[config.mk]
export PLATFORM = sky130hd
export DESIGN_NAME = bfdh_mod_unit
export DESIGN_NICKNAME = d
export VERILOG_FILES = /design/src/sv/bfdh_pkg.sv /design/src/sv/bfdh_mod_unit.sv
export SDC_FILE = /design/constraint.sdc
export NUM_CORES = 1
export LEC_CHECK = 0
export BUFFER_PORTS_ARGS = -buffer_cell sky130_fd_sc_hd__buf_2
export CAP_MARGIN = 20
export CORE_UTILIZATION = 40
export CTS_CLUSTER_DIAMETER = 80
export CTS_CLUSTER_SIZE = 30
export DETAILED_ROUTE_END_ITERATION = 7
export HOLD_SLACK_MARGIN = 0.15
export SYNTH_ARGS = -nofsm -noshare
export SYNTH_HDL_FRONTEND = slang
export SYNTH_SLANG_ARGS = --single-unit
[constraint.sdc]
create_clock -name clk -period 12.4 [get_ports clk]
set_clock_uncertainty 0.15 [all_clocks]
set_input_delay 2.48 -clock clk [delete_from_list [all_inputs] [get_ports clk]]
set_output_delay 2.48 -clock clk [all_outputs]
set_load 0.1 [all_outputs]
[src/sv/bfdh_pkg.sv]
// shared types, constants and codes of the double-hash bloom filter
package bfdh_pkg;

  localparam int unsigned HASH_W          = 32;
  localparam int unsigned ROT_RIGHT       = 17;
  localparam int unsigned MAX_FILTER_BITS = 8192;
  localparam int unsigned MIN_FILTER_BITS = 64;

  // store rows hold this many filter bits
  localparam int unsigned ROW_BITS  = 8;
  localparam int unsigned ROW_SEL_W = $clog2(ROW_BITS);

  // hash reduction retires this many dividend bits per cycle
  localparam int unsigned RED_BITS  = 4;
  localparam int unsigned RED_STEPS = HASH_W / RED_BITS;
  localparam int unsigned RED_CNT_W = $clog2(RED_STEPS + 1);

  localparam int unsigned FB_W       = 14;
  localparam int unsigned HC_W       = 5;
  localparam int unsigned CFG_IDX_W  = 4;
  localparam int unsigned CFG_DATA_W = 14;

  localparam logic [FB_W-1:0] FB_RESET = FB_W'(8192);
  localparam logic [HC_W-1:0] HC_RESET = HC_W'(6);

  localparam logic [CFG_IDX_W-1:0] CFG_FILTER_BITS = CFG_IDX_W'(0);
  localparam logic [CFG_IDX_W-1:0] CFG_HASH_COUNT  = CFG_IDX_W'(1);

  localparam logic CMD_INSERT = 1'b0;
  localparam logic CMD_QUERY  = 1'b1;

  typedef struct packed {
    logic              command;
    logic [HASH_W-1:0] key_hash;
  } in_item_t;

  typedef struct packed {
    logic was_query;
    logic maybe_present;
  } out_item_t;

  // probe request control toward the store
  typedef struct packed {
    logic vld;
    logic set;
  } probe_ctl_t;

  // store status and probe response
  typedef struct packed {
    logic clearing;
    logic rsp_vld;
    logic rsp_hit;
  } store_sts_t;

  typedef enum logic [2:0] {
    ST_CLEAR,
    ST_IDLE,
    ST_REDUCE,
    ST_PROBE,
    ST_DRAIN
  } state_t;

endpackage

[src/sv/bfdh_mod_unit.sv]
// multi-cycle reduction of the two key hashes modulo the filter length
module bfdh_mod_unit #(
  parameter int unsigned MW = 14
) (
  input  logic                       clk,
  input  logic                       rst_n,
  input  logic                       load,
  input  logic [bfdh_pkg::HASH_W-1:0] a_in,
  input  logic [bfdh_pkg::HASH_W-1:0] b_in,
  input  logic [MW-1:0]              modulus,
  output logic                       done,
  output logic [MW-1:0]              rem_a,
  output logic [MW-1:0]              rem_b
);

  logic [bfdh_pkg::HASH_W-1:0]    a_r, b_r;
  logic [MW-1:0]                  m_r, ra_r, rb_r;
  logic [MW-1:0]                  ra_nxt, rb_nxt;
  logic [bfdh_pkg::RED_CNT_W-1:0] cnt_r;
  logic                           busy_r, done_r;

  // one restoring step: shift in a dividend bit, subtract once if needed
  function automatic logic [MW-1:0] red_step(input logic [MW-1:0] r, input logic b,
                                             input logic [MW-1:0] m);
    logic [MW:0] t;
    t = {r, b};
    if (t >= {1'b0, m}) begin
      t = t - {1'b0, m};
    end
    return t[MW-1:0];
  endfunction

  always_comb begin
    ra_nxt = ra_r;
    rb_nxt = rb_r;
    for (int k = 0; k < int'(bfdh_pkg::RED_BITS); k++) begin
      ra_nxt = red_step(ra_nxt, a_r[bfdh_pkg::HASH_W-1-k], m_r);
      rb_nxt = red_step(rb_nxt, b_r[bfdh_pkg::HASH_W-1-k], m_r);
    end
  end

  always_ff @(posedge clk) begin
    if (!rst_n) begin
      busy_r <= 1'b0;
      done_r <= 1'b0;
      cnt_r  <= '0;
    end else begin
      done_r <= 1'b0;
      if (load) begin
        busy_r <= 1'b1;
        cnt_r  <= bfdh_pkg::RED_CNT_W'(bfdh_pkg::RED_STEPS);
      end else if (busy_r) begin
        cnt_r <= cnt_r - 1'b1;
        if (cnt_r == bfdh_pkg::RED_CNT_W'(1)) begin
          busy_r <= 1'b0;
          done_r <= 1'b1;
        end
      end
    end
  end

  always_ff @(posedge clk) begin
    if (load) begin
      a_r  <= a_in;
      b_r  <= b_in;
      m_r  <= modulus;
      ra_r <= '0;
      rb_r <= '0;
    end else if (busy_r) begin
      a_r  <= a_r << bfdh_pkg::RED_BITS;
      b_r  <= b_r << bfdh_pkg::RED_BITS;
      ra_r <= ra_nxt;
      rb_r <= rb_nxt;
    end
  end

  assign done  = done_r;
  assign rem_a = ra_r;
  assign rem_b = rb_r;

endmodule

==> out/summary.md <==
By instance count, the leading cell after synthesis is sky130_fd_sc_hd__ha_1. The tools report the count of final hold-check violations as 0. Kind of start point of the critical path: a flop. The synthesized netlist contains 85 unique library cells. The final sum of negative setup slack was 0 ps. The number of fill cells in the layout was 2,520; the final instance area was 0.0122 mm². Insertion delay to the later sink of the worst-skew pair: 370 ps.

The worst hold path belongs to the class reg -> reg. Of the post-synthesis cell area, the dominant cell type holds 21.5%. The tools report the number of top-level design ports as 110. Setup violations remaining at the end of the flow were counted as 0. The kind of end point of the critical path is a flop.

After floorplanning, the core was sized to cover 0.0264 mm². In this run, post-CTS hold repair placed 0 buffers. The worst path uses 91.3% of the clock period. Routability-driven placement finished with a final weighted congestion of 0.895.

The tool flagged a number of max-cap violations equal to 0. The instance area after placement was 0.0119 mm². Synthesized area divided by synthesized cell count: 9.48 µm². Among all flip-flop cells after synthesis, the most frequent one is sky130_fd_sc_hd__edfxtp_1. By startpoint and endpoint, the worst setup path is classified as reg -> reg. The number of cells on the worst reg-to-reg path is 39. The flow ran to the end, and the final reports show no timing, DRC or antenna violations.

At the end of the flow, the number of nets in the layout was 1,460. The transition time at the pin with the least slew margin is 1080 ps, and the number of levels in the clock H-tree is 3. The worst hold path terminates at cnt_r[1]. The iteration-0 DRC count of the detailed router came out at 704. The aggregate global routing overflow is 0.

Post-synthesis cell type with the largest combined area: sky130_fd_sc_hd__edfxtp_1. The cell area after synthesis was 0.0109 mm². Counting every sink on the clock net gives 112. In the routed layout, each cell is associated on average with a via count of 5.77.

In this run the tool buffered the top-level ports with 109 buffer cells. The run gives 0 as the max-slew violation count. Worst slew margin relative to its limit: 27.6%.

The total global-route track usage was 22.3%; the cell depth of the worst setup path was 39. The post-detailed-route wirelength per cell came out at 19.7 µm. Post-CTS repair changed the size of 0 cells. For the worst setup path, the data required time is 12,450 ps.

The cell depth of the worst min-delay path is 2. The maximum fanout count along the critical path is 19, and the number of synthesized register bits is 112. The maximum number of pins on one net before global-route repair is 78. Setup repair after global routing left no endpoint under its margin.

Layout overhead on the synthesized area: 11.8%. In the synthesized netlist, the cells that appear most often are 114 x sky130_fd_sc_hd__ha_1, 103 x sky130_fd_sc_hd__nor2_1, 100 x sky130_fd_sc_hd__mux2_2, 78 x sky130_fd_sc_hd__edfxtp_1, 69 x sky130_fd_sc_hd__a21oi_1. For this run, asynchronously set or reset flops after synthesis account for 0%. Cells with a size suffix above 1 make up 21.0% of the layout. The fmax came out at 88.3 MHz.

The maximum buffer depth of the clock tree came out at 2. For this block, the routed nets add up to 31.6 mm of wire. The delay contributed by the slowest stage of the critical path was 860 ps. The initial utilization of the core area, before any placement, comes to 41.3%.

The estimated wirelength of the detail-placed design is 24.5 mm, and the initial antenna violation count is 4. The destination of the worst register-to-register timing path is rem_b[13]. The run gives 8,631 as the via count of the first global-routing pass. Setup slack on the worst reg-to-reg path comes out at 1080 ps. The gate count of the mapped netlist is 1,147, and the height of the chip is 167 µm. For this run, the number of Yosys warnings is 0. The largest individual stage delay along the critical path comes from the cell sky130_fd_sc_hd__a211oi_4. For the synthesized netlist net count, the log shows 1,350. After detailed routing, the number of remaining DRC violations is 0. Buffers added to address setup during post-CTS repair amount to 0. The full die area was 0.0279 mm². The tools report the launching point of the worst reg2reg path as m_r[1]. Counting flops with a built-in enable in the synthesized netlist gives 78. Clock-pin slew was measured on the worst setup and hold paths at 80 ps. The sum of buffers and inverters on the critical path works out to 2. The smallest clock period supported by the final layout is computed as 11,320 ps.

The master cell of the clock root buffer is sky130_fd_sc_hd__clkbuf_16. By area the synthesized netlist is led by sky130_fd_sc_hd__edfxtp_1 22%, sky130_fd_sc_hd__ha_1 13%, sky130_fd_sc_hd__mux2_2 10%, sky130_fd_sc_hd__dfxtp_1 6.3%, sky130_fd_sc_hd__mux2i_1 4.5%. For the number of cell rows, the log shows 59. The start point of the worst hold path was cnt_r[1]. The run gives 48.2 mm as the global-route wire length before repair. For this run, the detailed router's first-pass iteration total came to 5.

The via count is 9,222. The overall die width is 167 µm. TritonCTS built the clock tree. At the worst endpoint, the arrival time is 11,370 ps. Cell class contributing the biggest share of worst-path delay: compound AO/OA/AOI/OAI gates. Sequential elements use 27.8% of the synthesized area.

In this run, CTS created clock tree buffers numbering 9. Once detail routing completed, the nets flagged for antenna violations numbered 0.
[logic make-up (layout without fill, tap and decap cells)]
logic type	count (synthesis)	in the layout	share of synthesized area [%]
mux	150	150	15.1
other cells	0	2	0
compound gates	314	314	20.3
xor+xnor	74	74	5.96
buf+inv	91	206	3.40
flops	112	112	27.8
simple gates	284	284	12.9
fa+ha+maj	122	122	14.6
[flip-flops by register name (all words and copies together), names as in the netlist]
name and flops:
rem_b 14, busy_r 1, rem_a 14, done 1, m_r 14, a_r 32, cnt_r 4, b_r 32
[layout make-up]
| cell class | instances | area [µm²] | share of cell area (%) |
|---|---|---|---|
| sequential | 112 | 3020 | 24.9 |
| clock buffer | 9 | 225 | 1.85 |
| antenna | 2 | 5.00 | 0.0411 |
| multi-input combinational | 944 | 7480 | 61.5 |
| clock inverter | 7 | 73.8 | 0.607 |
| tap | 335 | 419 | 3.45 |
| timing repair buffer | 130 | 706 | 5.80 |
| inverter | 60 | 225 | 1.85 |
[how the worst max path moves through the flow]
stage	slack, ps	to	start
finish	1080	rem_b[13]	m_r[1]
detailed placement	1210	rem_b[13]	m_r[1]
floorplan	1790	rem_a[13]	rem_a[0]
CTS	1170	rem_b[13]	m_r[1]
global placement	1250	rem_b[13]	m_r[1]
global route	370	rem_a[12]	rem_a[0]
[stage by stage]
stage | std cells | hold WS (ps) | worst slack (ps) | utilization (%)
after floorplan | 1147 | 319 | 1790 | -
after global placement | 1581 | 335 | 1250 | 45.0
after detailed placement | 1581 | 350 | 1210 | 45.0
after CTS | 1597 | 362 | 1170 | 46.1
after global routing | 1597 | 384 | 371 | 46.1
final | 1599 | 360 | 1080 | 46.2
[metal layers]
layer	vias to the layer above	share of wire [%]	GRT usage, %
met5	-	0.089	0
met3	41	7.4	5.47
met1	4315	48	31.3
met2	309	43	33.8
met4	4	2.1	6.00
li1	4553	-	-
[placed cells by master, fill, tap and decap left out, drive strengths merged, types with 10 or more instances in the layout]
master	netlist	routed
and2	11	11
o21ai	57	57
o21bai	14	14
o21a	28	28
dfxtp	34	34
ha	114	114
buf	14	130
mux2i	50	50
edfxtp	78	78
nor3	17	17
nor4	11	11
o31a	10	10
inv	59	65
mux2	100	100
nand2	50	50
nor2b	19	19
a21oi	70	70
nor2	103	103
nand3	17	17
a211oi	25	25
nand4	10	10
nand2b	13	13
xor2	28	28
a21o	36	36
xnor2	46	46
[worst register-to-register path: cells and delay by family, from the launching register on]
| family | cells | cell delay (ps) |
|---|---|---|
| multiplexers | 3 | 1190 |
| AND/OR/NAND/NOR | 9 | 1680 |
| flip-flops | 1 | 390 |
| AO/OA/AOI/OAI | 21 | 6050 |
| buffers and inverters | 2 | 340 |
| adder cells (fa/ha/maj) | 4 | 1340 |
Power is not shown: default switching activity piles up to over one toggle a cycle in this logic, so the estimate is an artifact.
